`src/rtl/rttc_pkg.sv`:
```
// Shared constants, codes and payload types of the run-time clock block.
`default_nettype none

package rttc_pkg;

  localparam int COUNTER_BITS_DEF = 24;
  localparam int PRESCALER_W      = 12;
  localparam int TICK_NS_W        = 27;
  localparam int RT_W             = 32;
  localparam int NS_CARRY_W       = 20;
  localparam int MSIS_W           = 10;

  localparam int TICK_UNIT_NS    = 30517;
  localparam int NANOS_PER_MILLI = 1000000;
  localparam int MS_PER_S        = 1000;

  localparam logic [TICK_NS_W-1:0] TICK_NS_RESET = TICK_NS_W'(TICK_UNIT_NS);

  typedef enum logic {
    OP_SAMPLE  = 1'b0,
    OP_SET_UTC = 1'b1
  } op_t;

  typedef struct packed {
    op_t             op;
    logic [RT_W-1:0] utc_in;
    logic [RT_W-1:0] past;
  } samp_side_t;

  typedef struct packed {
    logic [RT_W-1:0] run;
    logic [RT_W-1:0] elapsed;
    logic [RT_W-1:0] base;
  } time_side_t;

  typedef struct packed {
    logic [RT_W-1:0]   run_ms;
    logic [RT_W-1:0]   elapsed_ms;
    logic [RT_W-1:0]   utc_seconds_now;
    logic [MSIS_W-1:0] ms_in_second;
  } res_t;

endpackage

`default_nettype wire

```
`src/rtl/rttc_div.sv`:
```
// Pipelined divider by a constant: reciprocal multiply, then one correction step.
`default_nettype none

module rttc_div #(
  parameter int NUM_W  = rttc_pkg::RT_W,
  parameter int DEN    = rttc_pkg::MS_PER_S,
  parameter int REM_W  = rttc_pkg::MSIS_W,
  parameter int QUO_W  = rttc_pkg::RT_W,
  parameter int SIDE_W = 1
) (
  input  logic              clk,
  input  logic              rst,
  input  logic              adv,
  input  logic              in_valid,
  input  logic [NUM_W-1:0]  in_num,
  input  logic [SIDE_W-1:0] in_side,
  output logic              out_valid,
  output logic [QUO_W-1:0]  out_quo,
  output logic [REM_W-1:0]  out_rem,
  output logic [SIDE_W-1:0] out_side
);

  localparam int LIMB_W = 32;
  localparam int WIDE_W = 2 * LIMB_W;
  localparam int RW     = REM_W + 1;
  localparam logic [WIDE_W:0]   POW_K = (WIDE_W+1)'(1) << NUM_W;
  localparam logic [WIDE_W-1:0] RECIP = WIDE_W'(POW_K / (WIDE_W+1)'(DEN));
  localparam logic [RW-1:0]     DEN_V = RW'(DEN);

  logic                v0;
  logic                v1;
  logic                v2;
  logic                v3;
  logic                v4;
  logic [WIDE_W-1:0]   num0;
  logic [SIDE_W-1:0]   side0;
  logic [SIDE_W-1:0]   side1;
  logic [SIDE_W-1:0]   side2;
  logic [SIDE_W-1:0]   side3;
  logic [SIDE_W-1:0]   side4;
  logic [WIDE_W-1:0]   pp_ll;
  logic [WIDE_W-1:0]   pp_lh;
  logic [WIDE_W-1:0]   pp_hl;
  logic [WIDE_W-1:0]   pp_hh;
  logic [RW-1:0]       nlo1;
  logic [RW-1:0]       nlo2;
  logic [QUO_W-1:0]    qe2;
  logic [QUO_W-1:0]    qe3;
  logic [RW-1:0]       r3;
  logic [QUO_W-1:0]    quo4;
  logic [REM_W-1:0]    rem4;
  logic [WIDE_W:0]     pp_mid;
  logic [2*WIDE_W-1:0] prod_sum;
  logic [RW-1:0]       qd_lo;
  logic                r_ge;

  always_comb begin
    pp_mid   = {1'b0, pp_lh} + {1'b0, pp_hl};
    prod_sum = {pp_hh, pp_ll} + ((2*WIDE_W)'(pp_mid) << LIMB_W);
    qd_lo    = RW'(qe2) * DEN_V;
    r_ge     = r3 >= DEN_V;
  end

  always_ff @(posedge clk) begin
    if (rst) begin
      v0 <= 1'b0;
      v1 <= 1'b0;
      v2 <= 1'b0;
      v3 <= 1'b0;
      v4 <= 1'b0;
    end else if (adv) begin
      v0 <= in_valid;
      v1 <= v0;
      v2 <= v1;
      v3 <= v2;
      v4 <= v3;
    end
  end

  // estimate is the quotient or one below; the remainder check settles it
  always_ff @(posedge clk) begin
    if (adv) begin
      num0  <= WIDE_W'(in_num);
      side0 <= in_side;

      pp_ll <= WIDE_W'(num0[LIMB_W-1:0]) * WIDE_W'(RECIP[LIMB_W-1:0]);
      pp_lh <= WIDE_W'(num0[LIMB_W-1:0]) * WIDE_W'(RECIP[WIDE_W-1:LIMB_W]);
      pp_hl <= WIDE_W'(num0[WIDE_W-1:LIMB_W]) * WIDE_W'(RECIP[LIMB_W-1:0]);
      pp_hh <= WIDE_W'(num0[WIDE_W-1:LIMB_W]) * WIDE_W'(RECIP[WIDE_W-1:LIMB_W]);
      nlo1  <= num0[RW-1:0];
      side1 <= side0;

      qe2   <= QUO_W'(prod_sum >> NUM_W);
      nlo2  <= nlo1;
      side2 <= side1;

      qe3   <= qe2;
      r3    <= nlo2 - qd_lo;
      side3 <= side2;

      quo4  <= qe3 + QUO_W'(r_ge);
      rem4  <= REM_W'(r_ge ? r3 - DEN_V : r3);
      side4 <= side3;
    end
  end

  assign out_valid = v4;
  assign out_quo   = quo4;
  assign out_rem   = rem4;
  assign out_side  = side4;

endmodule

`default_nettype wire
```
`config.mk`:
```
export PLATFORM = sky130hd
export DESIGN_NAME = rttc_div
export DESIGN_NICKNAME = d
export VERILOG_FILES = /design/src/rtl/rttc_pkg.sv /design/src/rtl/rttc_div.sv
export SDC_FILE = /design/constraint.sdc
export NUM_CORES = 1
export LEC_CHECK = 0
export BUFFER_PORTS_ARGS = -buffer_cell sky130_fd_sc_hd__buf_4
export CORE_MARGIN = 5
export CORE_UTILIZATION = 30
export CTS_CLUSTER_SIZE = 28
export DETAILED_ROUTE_END_ITERATION = 12
export GPL_TIMING_DRIVEN = 0
export HOLD_SLACK_MARGIN = 0.05
export PLACE_DENSITY = 0.52
export SLEW_MARGIN = 0
export SYNTH_ARGS = -nofsm -noshare
export SYNTH_HDL_FRONTEND = slang
export SYNTH_SLANG_ARGS = --single-unit
```
`constraint.sdc`:
```
create_clock -name clk -period 6.4 [get_ports clk]
set_clock_uncertainty 0.1 [all_clocks]
set_input_delay 0 -clock clk [delete_from_list [all_inputs] [get_ports clk]]
set_output_delay 0 -clock clk [all_outputs]
set_load 0.01 [all_outputs]
```
After elaboration in Yosys (flattened, before gate mapping):

Cells that the tools add are included.

* multiply operators: 2
* mux-type cells: 1
* order comparisons: 1
* add/sub/neg operators: 3

Operator list (count)
* 32-bit by 23-bit multiplier with 55-bit output (second input constant): 1
* 23-bit by 1-bit adder with 24-bit output: 1
* 11-bit by 10-bit greater-or-equal comparator with 1-bit output (second input constant): 1
* 11-bit by 7-bit multiplier with 8-bit output (second input constant): 1
* 11-bit subtractor: 1
* 10-bit 2-to-1 mux: 1
* 10-bit subtractor (second input constant): 1

* bits in registers: 218
* output and inout port bits: 44

Longest topological paths before layout:

Gate-level depths: netlist (run 1).

* depth in word-level cells: 2
* mapped depth: 24
* mapped depth without buffers: 22

Worst setup path after synthesis (run 1):

No wires, ideal clock.

* path type: flip-flop to flip-flop
* start: reg num0[15]
* end: reg pp_ll[51] (data pin)
* slack: 0.339 ns
* setup time: 0.274 ns
* data required time: 6.026 ns
* buffers on the path: 0
* cell stages (with the launch flop): 23
* data arrival time: 5.688 ns
* cell sequence: edfxtp_1 -> ha_1 -> inv_1 -> fa_1 -> inv_1 -> ha_1 -> inv_1 -> fa_1 -> inv_1 -> fa_1 -> fa_1 -> inv_1 -> fa_1 -> inv_1 -> ha_1 -> a211oi_1 -> o211ai_1 -> a221oi_2 -> o311ai_1 -> a21oi_2 -> o211ai_2 -> a2111oi_0 -> a211oi_1

* word-level cells in the longest chain between the ends: 1

RTL lines
* from (decl): RTL line rttc_div.sv:35 `logic [WIDE_W-1:0] num0;`
* from (signal assigned): RTL line rttc_div.sv:83 `num0 <= WIDE_W'(in_num);`
* 32-bit by 23-bit multiplier with 55-bit output: RTL line rttc_div.sv:86 `pp_ll <= WIDE_W'(num0[LIMB_W-1:0]) * WIDE_W'(RECIP[LIMB_W-1:0]);`
* to (signal assigned): RTL line rttc_div.sv:86
* to (decl): RTL line rttc_div.sv:41 `logic [WIDE_W-1:0] pp_ll;`

Every way passes these cells.
A chain may end at the register's enable or synchronous reset.

Final worst setup path (run 1):

* start: reg num0[11]
* end: reg pp_ll[50] (data pin)

The elaborated chain is that of the path after synthesis.

==> summary.md, run 1 <==
| Metric | Value |
|---|---|
| Synth-to-Final Area Change | 20.8% |
| Worst Setup End Kind | flip-flop |
| Met3 Track Usage GR | 2.05% |
| Gp weighted congestion | 0.847 |
| CP max-delay cell | fa_1 |
| Commonest non-fill, non-tap cell in the layout | inv_1 |
| Min cycle time layout | 6.21 ns |
| Post-Layout Inst Area | 22200 µm² |
| Max Transition Viols Final | 0 |
| Final antenna-violating net count | 0 |
| Crit path cell chain | buf_4 > buf_4 > ha_1 > ha_1 > fa_1 > fa_1 > fa_1 > fa_1 > inv_1 > fa_1 > inv_1 > ha_4 > nand3_4 > nor4_4 > nand4_1 > nand2_2 > a21oi_4 > o211ai_4 > and2_4 > o311ai_2 |
| Final std cells w/o fill | 2658 |
| DRC | 0 |
| Avg Synthesized Cell Area | 11.3 µm² |
| CTS tree | done |
| Asr flop ratio synth | 0% |
| Vias in the first global route | 12400 |
| Synth Register Bits | 178 |
| RSZ-0062 raised after global routing | true |
| IO Port Bufs | 72 |
| Routed vias/inst | 4.34 |
| Clock transition at the registers of the reported paths | 0.09 ns |
| Critical path class | flip-flop to flip-flop |
| Final Hold Fails | 0 |
| Peak Freq | 161 MHz |
| Outcome | finished clean |
| Startpoint types | flip-flop |
| Crit path largest cell delay | 0.56 ns |
| Skew-Pair Late Insertion Delay | 0.47 ns |
| Clock root buffer | clkbuf_16 |
| Top FF cell, synth | edfxtp_1 |
| Initial antenna violation count | 1 |
| Row count | 90 |
| Slew headroom | 60.1% |
| Fin util | 36.7% |
| Die area | 66400 µm² |
| Core area | 60600 µm² |
| Clk buf depth | 2 |
| Post-synth EDFFs | 173 |
| Gr usage total | 12.5% |
| Hold path endpoint | num0[1]$_DFFE_PP_ |
| Final net count | 2458 |
| Wire per inst | 15.1 µm |
| Reg2Reg Setup Slack | 0.19 ns |
| Grt ovf | 0 |
| Grt met1 use | 16.5% |
| Synth unique cells | 63 |
| Count of yosys warnings during synthesis | 0 |
| DRT Wirelength | 40200 µm |
| Crit-path most repeated cell | fa_1 |
| CP required | 6.49 ns |
| Crit Path Max Fanout | 7 |
| First-pass GRT wire length | 65400 µm |
| CP Data Arrival Time | 6.30 ns |
| Die height | 258 µm |
| Dpl cell area | 20000 µm² |
| Initial Util | 30.4% |
| Period Utilization, post-route | 97.0% |
| Die Width | 258 µm |
| Post-Syn Instances | 1631 |
| DRT iter0 DRCs | 390 |
| Hold Startpoint | in_num[1] |
| I/O pin total | 81 |
| DP Cell Count | 2493 |
| Final setup fails | 0 |
| Critical R2R Capture | pp_ll[50]$_DFFE_PP_ |
| Worst hold path cell count | 2 |
| Slew at the pin closest to its max-slew limit | 0.583 ns |
| Most frequent cells in the layout | inv_1 (490), ha_1 (318), fa_1 (220), edfxtp_1 (173), buf_4 (166) |
| Hold Path Class | input port to flip-flop |
| Reg-to-Reg Start | num0[11]$_DFFE_PP_ |
| Most used routing layer | met2 |
| Post-synthesis sequential area ratio | 28.8% |
| Max cap viols | 0 |
| Antenna Diode Count | 0 |
| Vias | 11500 |
| Met2 Use GR | 21.1% |
| Largest net degree at the start of global routing | 104 |
| Fill count | 5924 |
| Hpwl dp | 29900 µm |
| Clock Sinks | 178 |
| H-tree lvl count | 4 |
| Mapped cell area | 18400 µm² |
| Worst R2R Path Depth | 20 |
| Number of CTS-inserted buffers | 17 |
| Share of layout cells above drive strength 1 | 14.8% |
| Drt first pass iters | 5 |
flip-flops by register name, summed over array words and instances (netlist names), 10 cells and up:
name     cells
num0        32
out_quo     24
pp_ll       23
qe2         23
qe3         23
nlo1        11
nlo2        11
r3          11
out_rem     10
repair_timing:
item | in CTS | in global routing
pin swaps | 2 | 51
endpoints found under the setup margin | 19 | 18
cloned | 0 | 0
hold endpoints to repair | 108 | 0
gates resized for setup | 10 | 67
buffers inserted | 80 | 19
hold buffers | 36 | 0
worst max-delay path, delay by kind of cell (launching register included):
family | cells | cell delay, ns
flops | 1 | 0.36
compound gates | 3 | 0.53
buf+inv | 4 | 0.47
fa+ha+maj | 8 | 3.41
simple gates | 5 | 1.05
synthesized netlist by cell type (6+ instances only):
cell type,n,area share (%)
and2_1,6,0.20
xor2_1,21,1.0
nand3_1,24,0.65
clkbuf_1,9,0.18
and3_1,10,0.34
nand4_1,13,0.44
o21ai_0,28,0.76
nor3_1,11,0.30
a31oi_1,10,0.34
a21oi_1,39,1.1
ha_1,334,23
edfxtp_1,173,28
buf_4,8,0.33
fa_1,224,24
a211oi_1,11,0.45
mux2i_1,6,0.33
o21a_1,6,0.24
a21o_1,21,0.86
inv_1,493,10
nand2_1,34,0.69
xnor2_1,39,1.9
nor2b_1,6,0.20
nor2_1,33,0.67
stage by stage:
stage               hold WS (ns)  setup slack (ns)  TNS, ns
floorplan                -0.0276             0.339        0
global placement          0.0793            -0.547    -4.53
detailed placement        0.0793            -0.588    -4.74
CTS                       0.0980            0.0177        0
global route               0.122           -0.0271   -0.105
finish                     0.147             0.189        0
cell families (layout without fill, tap and decap cells):
family | count (synthesis) | count (layout) | synth area share (%)
buf+inv | 512 | 750 | 10.6
mux | 6 | 6 | 0.326
fa+ha+maj | 558 | 558 | 47.1
compound gates | 158 | 158 | 5.97
xor+xnor | 60 | 60 | 2.85
simple gates | 158 | 158 | 4.38
flops | 178 | 178 | 28.8
other cells | 1 | 8 | 0.0204
worst max path at each step:
| stage | end | slack (ns) | cells after the start | from |
|---|---|---|---|---|
| after floorplan | pp_ll[51]$_DFFE_PP_ | 0.34 | 22 | num0[15]$_DFFE_PP_ |
| final | pp_ll[50]$_DFFE_PP_ | 0.19 | 20 | num0[11]$_DFFE_PP_ |
| after detailed placement | pp_ll[51]$_DFFE_PP_ | -0.59 | 22 | num0[15]$_DFFE_PP_ |
| after global routing | pp_ll[52]$_DFFE_PP_ | -0.03 | 22 | num0[23]$_DFFE_PP_ |
| after global placement | pp_ll[51]$_DFFE_PP_ | -0.55 | 22 | num0[15]$_DFFE_PP_ |
| after CTS | pp_ll[50]$_DFFE_PP_ | 0.02 | 23 | num0[15]$_DFFE_PP_ |
final cells by class:
type	count	area (µm²)	area share, %
Multi-Input combinational cell	948	11600	52.2
Sequential cell	178	5300	23.8
Tap cell	782	978	4.40
Timing Repair Buffer	207	1770	7.94
Clock buffer	17	425	1.91
Clock inverter	15	208	0.934
Buffer	18	103	0.461
Inverter	493	1850	8.32
per-layer routing:
metal | share of wire (%) | vias up | wire length (µm)
li1 | - | 5712 | -
met1 | 46 | 5638 | 18600
met2 | 48 | 146 | 19400
met3 | 2.7 | 48 | 1080
met4 | 2.8 | 0 | 1130
met5 | 0 | - | 0
Power of run 1 is left out: the tool's default activity adds up to more than one toggle a clock period on the data nets, which glitch-free logic cannot reach.
==> inputs of run 2 (changes only) <==
ABC_AREA = 1   (was not set)
==> run 2 against run 1 <==
Effect of this change:
- fmax increased by 2.5%
- worst hold slack got worse by 0.024 ns
- highest routed layer unchanged
- flip-flop and latch count unchanged
==> summary.md, run 2 <==
| Metric | Value |
|---|---|
| Clock root buffer | clkbuf_16 (unchanged) |
| Max cap viols | 0 (unchanged) |
| Count of yosys warnings during synthesis | 0 (unchanged) |
| Vias in the first global route | 14800 (was 12400) |
| Synth Register Bits | 178 (unchanged) |
| Synth area leader | edfxtp_1 (unchanged) |
| Most frequent cell after synthesis | inv_1 (unchanged) |
| Gr usage total | 13.3% (was 12.5%) |
| CP required | 6.52 ns (was 6.49 ns) |
| Routed vias/inst | 4.25 (was 4.34) |
| Post-synthesis sequential area ratio | 26.2% (was 28.8%) |
| Die height | 270 µm (was 258 µm) |
| RSZ-0062 raised after global routing | false (was true) |
| Most frequent cells in the layout | inv_1 (700), nand2_1 (410), ha_1 (334), fa_1 (224), edfxtp_1 (173) (was inv_1 (490), ha_1 (318), fa_1 (220), edfxtp_1 (173), buf_4 (166)) |
| Hold Path Class | input port to flip-flop (unchanged) |
| Final worst slack | 0.343 ns (was 0.189 ns) |
| CTS tree | done (unchanged) |
| Max Transition Viols Final | 0 (unchanged) |
| Final antenna-violating net count | 0 (unchanged) |
| Synth unique cells | 38 (was 63) |
| Gp weighted congestion | 0.888 (was 0.847) |
| Synth-to-Final Area Change | 14.9% (was 20.8%) |
| Final setup fails | 0 (unchanged) |
| First-pass GRT wire length | 76600 µm (was 65400 µm) |
| Hpwl dp | 38700 µm (was 29900 µm) |
| Die area | 72800 µm² (was 66400 µm²) |
| DP Cell Count | 3168 (was 2493) |
| Area of the multi-input gates | 12300 µm² (was 11600 µm²) |
| Final std cells w/o fill | 3277 (was 2658) |
| Post-synth top area share | 25.7% (was 28.2%) |
| DRT Wirelength | 46400 µm (was 40200 µm) |
| Antenna Diode Count | 0 (unchanged) |
| Mapped cell area | 20200 µm² (was 18400 µm²) |
| Post-Layout Inst Area | 23300 µm² (was 22200 µm²) |
| Initial Util | 30.2% (was 30.4%) |
| DRC | 0 (unchanged) |
| Area occupied by registers | 5300 µm² (unchanged) |
| Avg Synthesized Cell Area | 9.14 µm² (was 11.3 µm²) |
| Wire per inst | 14.2 µm (was 15.1 µm) |
| Number of CTS-inserted buffers | 17 (unchanged) |
| I/O pin total | 81 (unchanged) |
| Dpl cell area | 21900 µm² (was 20000 µm²) |
| Vias | 13900 (was 11500) |
| Critical path class | flip-flop to flip-flop (unchanged) |
| Clk buf depth | 2 (unchanged) |
| Post-Place Setup Slack | 0.143 ns (was -0.588 ns) |
| Clock Sinks | 178 (unchanged) |
| Synth top area cells | edfxtp_1 (26%), fa_1 (22%), ha_1 (21%) (was edfxtp_1 (28%), fa_1 (24%), ha_1 (23%)) |
| IO Port Bufs | 72 (unchanged) |
| Commonest cells post-synth | inv_1 (700), nand2_1 (410), ha_1 (334), fa_1 (224), edfxtp_1 (173) (was inv_1 (493), ha_1 (334), fa_1 (224), edfxtp_1 (173)) |
| Top FF cell, synth | edfxtp_1 (unchanged) |
| Largest net degree at the start of global routing | 96 (was 104) |
| H-tree lvl count | 4 (unchanged) |
| Die Width | 270 µm (was 258 µm) |
| Core area | 67000 µm² (was 60600 µm²) |
| Max reg flops | 32 (unchanged) |
| Slew at the pin closest to its max-slew limit | 0.765 ns (was 0.583 ns) |
| Outcome | finished clean (unchanged) |
| Grt ovf | 0 (unchanged) |
| Reg2Reg Setup Slack | 0.34 ns (was 0.19 ns) |
| Worst Setup End Kind | flip-flop (unchanged) |
| Final net count | 2986 (was 2458) |
| Initial antenna violation count | 1 (unchanged) |
| Final Hold Fails | 0 (unchanged) |
| Drt first pass iters | 5 (unchanged) |
| Asr flop ratio synth | 0% (unchanged) |
| Crit Path Max Fanout | 11 (was 7) |
| Clock transition at the registers of the reported paths | 0.10 ns (was 0.09 ns) |
| Slew headroom | 49.0% (was 60.1%) |
| Setup tns final | 0 ns (unchanged) |
| CP Data Arrival Time | 6.17 ns (was 6.30 ns) |
| Period Utilization, post-route | 94.6% (was 97.0%) |
| Fill count | 6938 (was 5924) |
| Row count | 95 (was 90) |
| Share of layout cells above drive strength 1 | 7.49% (was 14.8%) |
| Commonest non-fill, non-tap cell in the layout | inv_1 (unchanged) |
| Peak Freq | 165 MHz (was 161 MHz) |
| Top reg by flops | num0 (unchanged) |
| Post-synth EDFFs | 173 (unchanged) |
| DRT iter0 DRCs | 555 (was 390) |
| Post-Syn Instances | 2215 (was 1631) |
| Skew-Pair Late Insertion Delay | 0.48 ns (was 0.47 ns) |
| Min cycle time layout | 6.06 ns (was 6.21 ns) |
| Startpoint types | flip-flop (unchanged) |
==> run 2: cell type report <==
class | count | area share [%]
buffer | 8 | 0.258
sequential | 178 | 22.8
timing repair buffer | 150 | 5.57
multi-input combinational | 1335 | 52.8
clock inverter | 12 | 0.592
inverter | 701 | 11.3
tap | 873 | 4.69
clock buffer | 20 | 2.01
==> run 2: metal layers <==
| layer | routed length [µm] | share of wire, % | track usage [%] |
|---|---|---|---|
| met5 | 0 | 0 | 0 |
| met4 | 1100 | 2.4 | 3.81 |
| met3 | 1710 | 3.7 | 2.28 |
| met2 | 22400 | 48 | 22.9 |
| met1 | 21200 | 46 | 17.2 |
==> run 2: cells by family after synthesis <==
kind of cell	share of synthesized area, %
xor+xnor	1.82
compound gates	3.02
fa+ha+maj	42.8
buf+inv	13.3
flops	26.2
other cells	0.0185
simple gates	12.9
==> run 2: repair_timing <==
item,in CTS,in global routing
endpoints found under the setup margin,0,7
hold buffers,37,0
gates resized for setup,0,1
setup buffers,0,40
hold endpoints to repair,116,0
==> run 2: metrics by stage <==
step	util [%]	hold WS (ns)
finish	34.7	0.123
global route	34.7	0.106
CTS	34.2	0.0893
detailed placement	32.7	0.0796
global placement	32.7	0.0805
floorplan	-	-0.0309
==> run 2: path summary, 6_finish.rpt <==
kind,startpoint,endpoint,depth (start not counted)
worst min-delay path,in_num[21],num0[21]$_DFFE_PP_,2
worst max register to register,num0[3]$_DFFE_PP_,pp_ll[53]$_DFFE_PP_,22
worst min register to register,pp_ll[41]$_DFFE_PP_,qe2[9]$_DFFE_PP_,0
worst max-delay path,num0[3]$_DFFE_PP_,pp_ll[53]$_DFFE_PP_,22
==> run 2: critical path, stage by stage (launching register included) <==
cell      delay [ns]
edfxtp_1        0.86
ha_1            0.37
ha_1            0.21
fa_1            0.41
inv_1           0.08
fa_1            0.39
inv_1           0.08
fa_1            0.43
fa_1            0.54
inv_1           0.05
fa_1            0.52
inv_1           0.04
ha_1            0.33
nand2_1         0.15
inv_1           0.05
a21oi_1         0.33
inv_1           0.07
a21oi_1         0.23
nand3_1         0.20
nand2_1         0.14
nand3_1         0.08
nand2_1         0.07
nand2_1         0.05
Power of run 2 is left out for the same reason.
==> inputs of run 3 (changes only) <==
CELL_PAD_IN_SITES_DETAIL_PLACEMENT = 0   (was not set)
CELL_PAD_IN_SITES_GLOBAL_PLACEMENT = 2   (was not set)
PLACE_DENSITY = 0.72   (was 0.52)
SETUP_SLACK_MARGIN = 0.15   (was not set)
==> run 3 against run 2 <==
Effect of this change:
- critical path depth up 2
- core utilization is 0.54 points higher
- die area unchanged
- global-route usage grew 0.71 points
- critical path type unchanged
- highest routed layer unchanged
==> summary.md, run 3 (synthesis gave the netlist of run 2 again) <==
| Metric | Value |
|---|---|
| Uppermost layer routed | met4 (unchanged) |
| I/O pin total | 81 (unchanged) |
| Outcome | finished clean (unchanged) |
| Vias in the first global route | 15400 (was 14800) |
| Hold Path Class | input port to flip-flop (unchanged) |
| IO Port Bufs | 72 (unchanged) |
| DP Cell Count | 3168 (unchanged) |
| Number of CTS-inserted buffers | 17 (unchanged) |
| Routed vias/inst | 4.29 (was 4.25) |
| CTS tree | done (unchanged) |
| Die area | 72800 µm² (unchanged) |
| Startpoint types | flip-flop (unchanged) |
| Fin util | 35.2% (was 34.7%) |
| Grt ovf | 0 (unchanged) |
| Clk buf depth | 2 (unchanged) |
| DRT iter0 DRCs | 537 (was 555) |
| Crit Path Max Fanout | 5 (was 11) |
| Setup tns final | 0 ns (unchanged) |
| Core area | 67000 µm² (unchanged) |
| Max reg flops | 32 (unchanged) |
| Slew at the pin closest to its max-slew limit | 0.630 ns (was 0.765 ns) |
| DRT Wirelength | 49700 µm (was 46400 µm) |
| Area occupied by registers | 5300 µm² (unchanged) |
| Initial antenna violation count | 1 (unchanged) |
| Worst Setup End Kind | flip-flop (unchanged) |
| Final antenna-violating net count | 0 (unchanged) |
| Peak Freq | 169 MHz (was 165 MHz) |
| Fill count | 6894 (was 6938) |
| Hpwl dp | 41500 µm (was 38700 µm) |
| Max Transition Viols Final | 0 (unchanged) |
| CP Data Arrival Time | 6.02 ns (was 6.17 ns) |
| Most frequent cells in the layout | inv_1 (699), nand2_1 (410), ha_1 (334), fa_1 (224), edfxtp_1 (173) (was inv_1 (700), nand2_1 (410), ha_1 (334), fa_1 (224), edfxtp_1 (173)) |
| Antenna Diode Count | 0 (unchanged) |
| Share of layout cells above drive strength 1 | 8.79% (was 7.49%) |
| Final net count | 3017 (was 2986) |
| Routed met1 length | 22500 µm (was 21200 µm) |
| Gr usage total | 14.0% (was 13.3%) |
| Final setup fails | 0 (unchanged) |
| Clock root buffer | clkbuf_16 (unchanged) |
| Slew headroom | 58.0% (was 49.0%) |
| Die Width | 270 µm (unchanged) |
| Wire per inst | 15.0 µm (was 14.2 µm) |
| Synth-to-Final Area Change | 16.7% (was 14.9%) |
| Post-Place Setup Slack | 0.0357 ns (was 0.143 ns) |
| Commonest non-fill, non-tap cell in the layout | inv_1 (unchanged) |
| DRC | 0 (unchanged) |
| Die height | 270 µm (unchanged) |
| Final Hold Fails | 0 (unchanged) |
| Worst hold path cell count | 2 (unchanged) |
| Met3 WL | 1040 µm (was 1710 µm) |
| Gp weighted congestion | 0.881 (was 0.888) |
| Initial Util | 30.2% (unchanged) |
| RSZ-0062 raised after global routing | false (unchanged) |
| Clock Sinks | 178 (unchanged) |
| H-tree lvl count | 4 (unchanged) |
| Min cycle time layout | 5.93 ns (was 6.06 ns) |
| Final worst slack | 0.472 ns (was 0.343 ns) |
| Skew-Pair Late Insertion Delay | 0.44 ns (was 0.48 ns) |
| Final std cells w/o fill | 3308 (was 3277) |
| First-pass GRT wire length | 80700 µm (was 76600 µm) |
| Top reg by flops | num0 (unchanged) |
| Worst R2R Path Depth | 24 (was 22) |
| CP required | 6.49 ns (was 6.52 ns) |
| Area of the multi-input gates | 12300 µm² (about the same) |
| Period Utilization, post-route | 92.6% (was 94.6%) |
| Critical path class | flip-flop to flip-flop (unchanged) |
| Met2 Wirelength | 25400 µm (was 22400 µm) |
| Max cap viols | 0 (unchanged) |
| Row count | 95 (unchanged) |
| Largest net degree at the start of global routing | 100 (was 96) |
| Clock transition at the registers of the reported paths | 0.08 ns (was 0.10 ns) |
| Drt first pass iters | 5 (unchanged) |
| Vias | 14200 (was 13900) |
## run 3: path summary, 6_finish.rpt
path | startpoint | slack, ns | endpoint
setup / recovery | num0[30]$_DFFE_PP_ | 0.47 | pp_ll[36]$_DFFE_PP_
hold / removal | in_num[17] | 0.17 | num0[17]$_DFFE_PP_
setup reg to reg | num0[30]$_DFFE_PP_ | 0.47 | pp_ll[36]$_DFFE_PP_
hold reg to reg | pp_ll[51]$_DFFE_PP_ | 0.32 | qe2[19]$_DFFE_PP_
## run 3: repair_timing
action,in CTS,in global routing
resized for setup,0,4
endpoints found under the hold margin,112,0
hold buffers,37,0
endpoints found under the setup margin,3,23
gates cloned,0,0
buffers inserted,21,50
## run 3: area by class of cell
type                    instances  area share (%)
multi-input cells            1335            52.0
flip-flops and latches        178            22.4
inverters                     701            11.2
repair buffers                181            6.89
well taps                     873            4.62
clock buffers                  17            1.80
clock inverters                15           0.842
plain buffers                   8           0.254
## run 3: critical path, cell delays in order (launching register included)
cell	delay [ns]
edfxtp_1	0.49
buf_4	0.22
ha_1	0.27
inv_1	0.04
fa_1	0.48
inv_1	0.04
ha_1	0.26
inv_1	0.05
fa_1	0.49
inv_1	0.05
fa_1	0.49
fa_1	0.49
inv_1	0.05
fa_1	0.53
inv_1	0.04
ha_1	0.36
nand2_1	0.14
nor2_2	0.16
nand2_1	0.13
nor2_1	0.32
nand3b_1	0.14
nand3_1	0.16
nand2_1	0.06
inv_1	0.06
nor2_1	0.05
## run 3: stage by stage
stage / area [µm²] / hold WS, ns
floorplan: 20300 / -0.0309
global placement: 21900 / 0.0803
detailed placement: 21900 / 0.0796
CTS: 23100 / 0.133
global route: 23600 / 0.156
finish: 23600 / 0.172
## run 3: routing by layer
metal | track usage [%] | up-vias
met3 | 1.40 | 41
met1 | 17.6 | 6884
met2 | 25.9 | 146
li1 | - | 7130
met5 | 0 | -
met4 | 3.09 | 0
Power of run 3 is left out for the same reason.
